<file path="config.mk">
export PLATFORM = sky130hd
export DESIGN_NAME = signed_integer_to_ascii_radix
export DESIGN_NICKNAME = d
export VERILOG_FILES = /design/src/itoar_pkg.sv /design/src/itoar_div.sv /design/src/itoar_stack.sv /design/src/signed_integer_to_ascii_radix.sv
export SDC_FILE = /design/constraint.sdc
export NUM_CORES = 1
export LEC_CHECK = 0
export BUFFER_PORTS_ARGS = -buffer_cell sky130_fd_sc_hd__buf_2
export CAP_MARGIN = 10
export CORE_MARGIN = 5
export CORE_UTILIZATION = 62
export CTS_CLUSTER_DIAMETER = 60
export DETAILED_ROUTE_END_ITERATION = 8
export PLACE_DENSITY_LB_ADDON = 0.05
export SLEW_MARGIN = 5
export SYNTH_ARGS = -nofsm -noshare
export SYNTH_HDL_FRONTEND = slang
export SYNTH_SLANG_ARGS = --single-unit
</file>
<file path="constraint.sdc">
create_clock -name i_clk -period 7.1 [get_ports i_clk]
set_input_delay 0 -clock i_clk [delete_from_list [all_inputs] [get_ports i_clk]]
set_output_delay 0 -clock i_clk [all_outputs]
set_load 0.005 [all_outputs]
</file>
<file path="src/itoar_pkg.sv">
package itoar_pkg;

    localparam int VALUE_BITS = 32;
    localparam int TDATA_W    = ((VALUE_BITS + 7) / 8) * 8;
    localparam int RADIX_W    = 6;
    localparam int DIGIT_W    = 6;
    localparam int CHAR_W     = 8;
    localparam int DEPTH      = VALUE_BITS;
    localparam int CNT_W      = $clog2(DEPTH + 1);
    localparam int STEP_W     = $clog2(VALUE_BITS);

    localparam logic [RADIX_W-1:0] RADIX_MIN   = RADIX_W'(2);
    localparam logic [RADIX_W-1:0] RADIX_MAX   = RADIX_W'(36);
    localparam logic [RADIX_W-1:0] RADIX_RESET = RADIX_W'(10);

    localparam logic [CHAR_W-1:0]  CHR_ZERO    = 8'h30;
    localparam logic [CHAR_W-1:0]  CHR_LOWER_A = 8'h61;
    localparam logic [CHAR_W-1:0]  CHR_MINUS   = 8'h2d;
    localparam logic [DIGIT_W-1:0] DEC_DIGITS  = DIGIT_W'(10);

    typedef struct packed {
        logic               done;
        logic               quo_nz;
        logic [DIGIT_W-1:0] rem;
    } t_div_stat;

    typedef struct packed {
        logic push;
        logic pop;
    } t_stk_ctl;

    function automatic logic [CHAR_W-1:0] digit_char(input logic [DIGIT_W-1:0] d);
        logic [CHAR_W-1:0] c;
        if (d < DEC_DIGITS) begin
            c = CHR_ZERO + CHAR_W'(d);
        end else begin
            c = CHR_LOWER_A + CHAR_W'(d - DEC_DIGITS);
        end
        return c;
    endfunction

endpackage

</file>
<file path="src/itoar_div.sv">
module itoar_div
    import itoar_pkg::*;
(
    input  logic                  i_clk,
    input  logic                  i_rst_n,
    input  logic                  i_start,
    input  logic [VALUE_BITS-1:0] i_dividend,
    input  logic [RADIX_W-1:0]    i_base,
    output logic [VALUE_BITS-1:0] o_quo,
    output t_div_stat             o_stat
);

    logic                  r_busy;
    logic                  r_done;
    logic [STEP_W-1:0]     r_step;
    logic [VALUE_BITS-1:0] r_quo;
    logic [DIGIT_W-1:0]    r_rem;
    logic                  r_nz;

    logic [DIGIT_W:0]      w_trial;
    logic                  w_qbit;
    logic [DIGIT_W-1:0]    n_rem;

    always_comb begin
        w_trial = {r_rem, r_quo[VALUE_BITS-1]};
        w_qbit  = (w_trial >= {1'b0, i_base});
        if (w_qbit) begin
            n_rem = DIGIT_W'(w_trial - {1'b0, i_base});
        end else begin
            n_rem = w_trial[DIGIT_W-1:0];
        end
    end

    always_ff @(posedge i_clk) begin
        if (!i_rst_n) begin
            r_busy <= 1'b0;
            r_done <= 1'b0;
            r_step <= '0;
            r_nz   <= 1'b0;
        end else begin
            r_done <= 1'b0;
            if (i_start) begin
                r_busy <= 1'b1;
                r_step <= '0;
                r_nz   <= 1'b0;
            end else if (r_busy) begin
                r_nz <= r_nz | w_qbit;
                if (r_step == STEP_W'(VALUE_BITS - 1)) begin
                    r_busy <= 1'b0;
                    r_done <= 1'b1;
                end else begin
                    r_step <= r_step + STEP_W'(1);
                end
            end
        end
    end

    always_ff @(posedge i_clk) begin
        if (i_start) begin
            r_quo <= i_dividend;
            r_rem <= '0;
        end else if (r_busy) begin
            r_quo <= {r_quo[VALUE_BITS-2:0], w_qbit};
            r_rem <= n_rem;
        end
    end

    assign o_quo         = r_quo;
    assign o_stat.done   = r_done;
    assign o_stat.quo_nz = r_nz;
    assign o_stat.rem    = r_rem;

`ifndef SYNTHESIS
    a_no_restart: assert property (@(posedge i_clk) disable iff (!i_rst_n)
        i_start |-> !r_busy)
        else $error("divider started while busy");
    a_done_idle: assert property (@(posedge i_clk) disable iff (!i_rst_n)
        r_done |-> !r_busy && $past(r_busy))
        else $error("divider done without a finished run");
`endif

endmodule

</file>
<file path="src/itoar_stack.sv">
module itoar_stack
    import itoar_pkg::*;
(
    input  logic               i_clk,
    input  logic               i_rst_n,
    input  t_stk_ctl           i_ctl,
    input  logic [DIGIT_W-1:0] i_digit,
    output logic [DIGIT_W-1:0] o_top,
    output logic [CNT_W-1:0]   o_cnt
);

    logic [DIGIT_W-1:0] r_stk [DEPTH];
    logic [CNT_W-1:0]   r_cnt;

    always_ff @(posedge i_clk) begin
        if (!i_rst_n) begin
            r_cnt <= '0;
        end else if (i_ctl.push) begin
            r_cnt <= r_cnt + CNT_W'(1);
        end else if (i_ctl.pop) begin
            r_cnt <= r_cnt - CNT_W'(1);
        end
    end

    // Shift in on push, shift out on pop; the top stays at entry zero.
    always_ff @(posedge i_clk) begin
        if (i_ctl.push) begin
            r_stk[0] <= i_digit;
            for (int i = 1; i < DEPTH; i++) begin
                r_stk[i] <= r_stk[i-1];
            end
        end else if (i_ctl.pop) begin
            for (int i = 0; i < DEPTH - 1; i++) begin
                r_stk[i] <= r_stk[i+1];
            end
            r_stk[DEPTH-1] <= '0;
        end
    end

    assign o_top = r_stk[0];
    assign o_cnt = r_cnt;

`ifndef SYNTHESIS
    a_pop_nonempty: assert property (@(posedge i_clk) disable iff (!i_rst_n)
        i_ctl.pop |-> r_cnt != '0 && !i_ctl.push)
        else $error("digit stack popped while empty");
    a_push_room: assert property (@(posedge i_clk) disable iff (!i_rst_n)
        i_ctl.push |-> r_cnt != CNT_W'(DEPTH))
        else $error("digit stack overflow");
`endif

endmodule

</file>
<file path="src/signed_integer_to_ascii_radix.sv">
// Flow: the magnitude is divided by the radix again and again, one digit per division;
//   the characters then go out one per cycle while m_axis_tready is high.
// Input: a new value is taken only when idle, after the last character is loaded;
//   the bit-serial divider works out one quotient bit a cycle.
// Reset: synchronous, active low; clears control, empties the digit stack, radix to 10.
module signed_integer_to_ascii_radix
    import itoar_pkg::*;
(
    input  logic               i_clk,
    input  logic               i_rst_n,
    input  logic               i_radix_we,
    input  logic [RADIX_W-1:0] i_radix_wdata,
    input  logic               s_axis_tvalid,
    output logic               s_axis_tready,
    input  logic [TDATA_W-1:0] s_axis_tdata,   // value
    output logic               m_axis_tvalid,
    input  logic               m_axis_tready,
    output logic [CHAR_W-1:0]  m_axis_tdata,   // char_out
    output logic               m_axis_tlast
);

    localparam logic [1:0] ST_IDLE = 2'd0;
    localparam logic [1:0] ST_DIV  = 2'd1;
    localparam logic [1:0] ST_EMIT = 2'd2;

    logic [1:0]            r_state;
    logic [RADIX_W-1:0]    r_radix;
    logic                  r_neg;
    logic                  r_out_valid;
    logic [CHAR_W-1:0]     r_char;
    logic                  r_last;

    logic                  w_accept;
    logic signed [VALUE_BITS-1:0] w_value;
    logic [VALUE_BITS-1:0] w_mag;
    logic [RADIX_W-1:0]    w_base;
    logic                  w_start;
    logic [VALUE_BITS-1:0] w_dividend;
    logic [VALUE_BITS-1:0] w_quo;
    t_div_stat             w_stat;
    t_stk_ctl              w_ctl;
    logic [DIGIT_W-1:0]    w_top;
    logic [CNT_W-1:0]      w_cnt;
    logic                  w_load;

    assign s_axis_tready = (r_state == ST_IDLE);
    assign w_accept      = s_axis_tvalid && s_axis_tready;
    assign w_value       = s_axis_tdata[VALUE_BITS-1:0];
    assign w_mag         = w_value[VALUE_BITS-1] ? (~w_value + VALUE_BITS'(1)) : w_value;

    always_comb begin
        if (r_radix < RADIX_MIN) begin
            w_base = RADIX_MIN;
        end else if (r_radix > RADIX_MAX) begin
            w_base = RADIX_MAX;
        end else begin
            w_base = r_radix;
        end
    end

    assign w_start    = w_accept || ((r_state == ST_DIV) && w_stat.done && w_stat.quo_nz);
    assign w_dividend = w_accept ? w_mag : w_quo;
    assign w_load     = (r_state == ST_EMIT) && (!r_out_valid || m_axis_tready);

    assign w_ctl.push = (r_state == ST_DIV) && w_stat.done;
    assign w_ctl.pop  = w_load && !r_neg;

    itoar_div u_div (
        .i_clk      (i_clk),
        .i_rst_n    (i_rst_n),
        .i_start    (w_start),
        .i_dividend (w_dividend),
        .i_base     (w_base),
        .o_quo      (w_quo),
        .o_stat     (w_stat)
    );

    itoar_stack u_stack (
        .i_clk   (i_clk),
        .i_rst_n (i_rst_n),
        .i_ctl   (w_ctl),
        .i_digit (w_stat.rem),
        .o_top   (w_top),
        .o_cnt   (w_cnt)
    );

    always_ff @(posedge i_clk) begin
        if (!i_rst_n) begin
            r_radix <= RADIX_RESET;
        end else if (i_radix_we) begin
            r_radix <= i_radix_wdata;
        end
    end

    always_ff @(posedge i_clk) begin
        if (!i_rst_n) begin
            r_state     <= ST_IDLE;
            r_neg       <= 1'b0;
            r_out_valid <= 1'b0;
        end else begin
            if (w_load) begin
                r_out_valid <= 1'b1;
            end else if (m_axis_tready) begin
                r_out_valid <= 1'b0;
            end
            case (r_state)
                ST_IDLE: begin
                    if (w_accept) begin
                        r_neg   <= w_value[VALUE_BITS-1];
                        r_state <= ST_DIV;
                    end
                end
                ST_DIV: begin
                    if (w_stat.done && !w_stat.quo_nz) begin
                        r_state <= ST_EMIT;
                    end
                end
                ST_EMIT: begin
                    if (w_load) begin
                        if (r_neg) begin
                            r_neg <= 1'b0;
                        end else if (w_cnt == CNT_W'(1)) begin
                            r_state <= ST_IDLE;
                        end
                    end
                end
                default: begin
                    r_state <= ST_IDLE;
                end
            endcase
        end
    end

    always_ff @(posedge i_clk) begin
        if (w_load) begin
            if (r_neg) begin
                r_char <= CHR_MINUS;
                r_last <= 1'b0;
            end else begin
                r_char <= digit_char(w_top);
                r_last <= (w_cnt == CNT_W'(1));
            end
        end
    end

    assign m_axis_tvalid = r_out_valid;
    assign m_axis_tdata  = r_char;
    assign m_axis_tlast  = r_last;

`ifndef SYNTHESIS
    a_idle_empty: assert property (@(posedge i_clk) disable iff (!i_rst_n)
        r_state == ST_IDLE |-> w_cnt == '0)
        else $error("digit stack not empty when idle");
`endif

endmodule
</file>
* Word-level counts from Yosys, hierarchy flattened
Memories as Yosys holds them, arrays and structs flattened.
Index checks and enable logic that the tools add are counted.
** Storage, ports and cells
- Logic and storage cells :: 157
- Memories kept :: 1
- Bits of input ports :: 43
- Bits in registers :: 71
- Memory bits (writable) :: 192
** Operators by class
- Equality and inequality tests :: 10
- Multiplexer cells :: 62
- Add/subtract/negate cells :: 8
- Order comparisons :: 4
- Bitwise operators :: 37
- Reductions and logical operators :: 22
** Memory list
- u_stack.r_stk :: words 32, width 6, read ports 32, clocked after memory_dff 0, wr ports 32, line itoar_stack.sv:12 : logic [DIGIT_W-1:0] r_stk [DEPTH];
** Operators with widths (count)
- $mux 6 :: 37
- $mux 32 :: 4
- $or 1x1->1 :: 33
- $add 32x2->32 const B :: 1
- $not 32->32 :: 1
- $mux 1 :: 13
- $mux 2 :: 5
- $add 7x8->8 const A :: 1
- $mux 8 :: 1
- $reduce_bool 2->1 :: 4
- $add 6x6->7 const A :: 1
- $ge 7x6->1 :: 1
- $sub 6x4->7 const B :: 1
- $add 6x1->6 const B :: 1
- $eq 6x1->1 const B :: 1
- $gt 6x6->1 const B :: 1
- $logic_and 1x1->1 :: 6
- $lt 6x2->1 const B :: 1
- $lt 6x4->1 const B :: 1
- $ne 2x1->1 const B :: 3
- $ne 2x2->1 const B :: 3
- $pmux 2 s3 :: 1
- $sub 6x1->6 const B :: 1
- $sub 6x6->6 :: 1
- other kinds (14) :: 20

* Logic depth before layout (Yosys ltp)
- Depth after elaboration :: 8
- Gate-level depth with buffers :: 10
- Mapped depth without buffers :: 10

* Modules after synthesis
A second synthesis with hierarchy kept.
** Second synthesis, totals
- Cells, all modules :: 924
- Area total of the unflattened synthesis :: 12911.1 µm²
** Modules (own cells, without submodules)
- itoar_stack :: times used 1, sequential area each 5885.6 µm², cells an instance 453, area an instance 8486.9 µm²
- itoar_div :: times used 1, sequential area each 1241.2 µm², cells an instance 176, area an instance 2260.9 µm²
- signed_integer_to_ascii_radix :: times used 1, sequential area each 470.5 µm², cells an instance 295, area an instance 2163.3 µm²

* Least setup slack after synthesis
Ideal clock, no wire load.
- Kind :: reg-to-reg
- From :: register r_state[0]
- To :: memory u_stack.r_stk[0][0], enable pin
- Arrival time :: 5.025 ns
- Clock period less this slack :: 5.585 ns
- Cell stages (with the launch flop) :: 5
- Setup slack :: 1.515 ns
- Cell sequence :: dfxtp_1 nand2b_1 or3_1 clkbuf_1 nand2_1
** RTL lines
- from (decl) :: line signed_integer_to_ascii_radix.sv:26 : logic [1:0] r_state;
- from (signal assigned) :: line signed_integer_to_ascii_radix.sv:97 : r_state <= ST_IDLE;
- from (signal assigned) :: line signed_integer_to_ascii_radix.sv:110 : r_state <= ST_DIV;
- from (signal assigned) :: line signed_integer_to_ascii_radix.sv:115 : r_state <= ST_EMIT;
- to (decl) :: line itoar_stack.sv:12

==> results.tsv <==
stage	metric	value	unit
detailed_routing	drt_iter0_drc	610	
power	power.leakage	0.00585	µW
timing	min_period	3250	ps
power	switching_share	21.4	%
timing	maxSlewHeadroom	25.0	%
die	io_pins	54	
final_layout	multi_input_area	0.00444	mm²
timing	worst_slack	3850	ps
synthesis	synth-compound-area-share	5.54	%
placed_design	portBuffers	53	
synthesis	synth_top_area_cell	edfxtp_1	
detailed_routing	vias_per_cell	5.36	
clocking	clock_latency	520	ps
detailed_routing	dr.pass1.iters	6	
worst_setup_path	timing_worst_setup_path_type	reg2reg	
worst_setup_path	cp_top_family	buffers and inverters	
clocking	cts.clk_slew.worst_paths	60	ps
final_layout	fillCellCount	1413	
worst_setup_path	crit_buf_inv	2	
die	chipWidth	151	µm
timing	worst_hold_slack	95.6	ps
synthesis	synthesis.nets	1306	
worst_setup_path	cp_common_cell	buf_4	
synthesis	yosysSeqAreaShare	61.8	%
power	clkPwrFrac	42.8	%
timing	worstMarginPinSlew	1130	ps
power	power_switching	735	µW
detailed_routing	drc_errors	0	
synthesis	synth_top_family_by_area	simple AND/OR/NAND/NOR gates	
timing	fin_crit_sh	45.8	%
worst_setup_path	crit_fanout	107	
synthesis	ys_types	55	
final_layout	n_antenna_cell	0	
clocking	cts_resized	0	
clocking	post_cts_buffers	0	
final_layout	regArea	0.00760	mm²
synthesis	synth_adder_area_share	1.79	%
synthesis	synth_top_cell_area_share	56.9	%
timing	rsz0062_at_grt	no	
placed_design	gp_congestion	0.836	
synthesis	synth.most_common_cell	nand2_1	
final_layout	fin_util	73.1	%
worst_setup_path	required	7240	ps
synthesis	ys_top_cells_by_count	604 x nand2_1, 233 x edfxtp_1, 50 x clkbuf_1	
min_path	worstHoldStart	s_axis_tdata[31]	
clocking	cts-root-buf	clkbuf_16	
detailed_routing	ant_nets	0	
timing	finalMaxSlewViolations	0	
power	p_int	2700	µW
global_route	grt_max_degree	118	
clocking	cts_buffers	28	
synthesis	async_flop_share	0	%
timing	hold_violations	0	
detailed_routing	wl	23000	µm
worst_setup_path	slowest_stage	buf_4	
die	die_area	0.0227	mm²
worst_setup_path	r2r_start	r_state[0]$_SDFFE_PN0P_	
clocking	cts_tree	yes	
power	vdd_ir_drop_max	0.211	mV
worst_setup_path	crit_path_start_kind	register	
clocking	ctsHoldBuffers	54	
detailed_routing	vias	8678	
die	core_area	0.0195	mm²
synthesis	yosys.area_share.simple	24.1	%
power	p_comb_share	6.7	%
worst_setup_path	arrival	3390	ps
global_route	antenna_found_initial	0	
worst_setup_path	worstPathCellList	nand2b_1 -> or3_4 -> buf_4 -> nand2_4 -> buf_4	
global_route	grt_usage	20.6	%
die	rows	51	
placed_design	hpwl	13100	µm
global_route	grt_pass1_vias	8436	
timing	fmax	0.308	GHz
worst_setup_path	end_kind	register	
placed_design	pre_cts_ws	3810	ps
detailed_routing	wl_per_cell	14.2	µm
final_layout	finalNetCount	1392	
final_layout	area_growth	15.8	%
synthesis	yosys_most_used_dff	edfxtp_1	
worst_setup_path	startpoint	r_state[0]$_SDFFE_PN0P_	
worst_setup_path	slowest_delay	920	ps
synthesis	ys_warn_count	0	
synthesis	synth_area_leaders	edfxtp_1 57%, nand2_1 18%, dfxtp_1 4.9%	
die	start_util	63.2	%
synthesis	synthMuxAreaShare	1.23	%
timing	clock_skew	6.61	ps
power	powerDensity	242	mW/mm²
synthesis	synth.cell_area	0.0123	mm²
global_route	grt_overflow	0	
timing	fin_setup_tns	0	ps
clocking	cts_max_path_buffers	3	
global_route	grt_pass1_wl	39200	µm
synthesis	ys_ff_latch	263	
run	drv_cap	0	
synthesis	syn_inst	1246	
synthesis	synth.avg_cell_area	9.86	µm²
timing	setup_viol	0	
outcome	run_status	complete, no violations	
clocking	h-tree-depth	1	
min_path	holdCritPathClass	in2reg	
power	p_seq_share	50.5	%
synthesis	yosys.area_share.xor_xnor	3.21	%
die	die-height	151	µm
final_layout	drive_above_1_share	9.16	%
clocking	cts_sinks	263	
synthesis	synth-edff-count	233	
==> power by group through the flow <==
stage	combinational (µW)	sequential (µW)	clock (µW)
after floorplan	153	1760	0
after global placement	199	1770	0
after detailed placement	205	1770	0
after CTS	230	1730	1500
after global routing	262	1740	1570
final	231	1740	1470
==> per-layer routing <==
layer  wire length, µm  global-route usage (%)
met4               450                    5.58
met3               969                    3.08
met1             10700                    29.3
met5                 0                       0
met2             10900                    33.8
==> tightest hold or removal path, stage by stage <==
cell and delay [ps]:
buf_2 280, a22oi_1 230, nor2b_1 60
==> layout make-up <==
cell class,count,area share (%)
Tap cell,265,2.33
Clock inverter,17,1.13
Sequential cell,263,53.4
Timing Repair Buffer,115,6.08
Multi-Input combinational cell,909,31.2
Clock buffer,35,5.47
Inverter,15,0.396
==> placed cells by master, fill, tap and decap left out, types with 4 or more instances in the layout <==
master         count
ha_1              16
clkinv_1           4
and2_1            11
edfxtp_1         233
o31ai_1           14
clkbuf_16         29
dlygate4sd3_1     54
a21oi_1           18
nor3_1             7
mux2i_1           14
nand2_1          603
inv_1             15
nand4_1            6
nor4_1             6
o41ai_1            6
nand3_1            6
o21ai_0           46
nor2b_1           11
nor2_1            35
clkinv_2           8
nand2b_1          14
buf_4              8
xnor2_1           10
dfxtp_1           30
xor2_1            35
buf_2             53
==> flip-flops by register name, indices dropped and copies added, names as in the netlist, 2 cells and up <==
name / flops
m_axis_tdata: 8
u_div.o_quo: 32
u_stack.o_cnt: 6
r_state: 2
u_div.r_rem: 6
u_div.r_step: 5
u_stack.r_stk: 192
r_radix: 6
==> final timing paths <==
check	to	slack [ps]	cells after the start
hold / removal	r_neg$_SDFFE_PN0P_	100	3
setup / recovery	u_stack.r_stk[29][4]$_DFFE_PP_	3850	5
hold reg to reg	u_div.r_step[4]$_SDFFE_PP0P_	510	2
setup reg to reg	u_stack.r_stk[29][4]$_DFFE_PP_	3850	5
==> kinds of logic (layout without fill, tap and decap cells) <==
logic type,after synthesis,in the layout
and+or+nand+nor,724,724
DFF,263,263
AOI/OAI and AO/OA,108,108
buffers and inverters,74,182
xor gates and xnor gates,45,45
adders and majority gates,17,17
muxes,15,15
==> stage by stage <==
step | power, µW | area, µm² | instances
floorplan | 1910 | 12300 | 1246
global placement | 1970 | 12800 | 1513
detailed placement | 1970 | 12800 | 1513
CTS | 3470 | 14200 | 1619
global route | 3570 | 14200 | 1619
finish | 3440 | 14200 | 1619
Power figures use the tool's default switching activity.
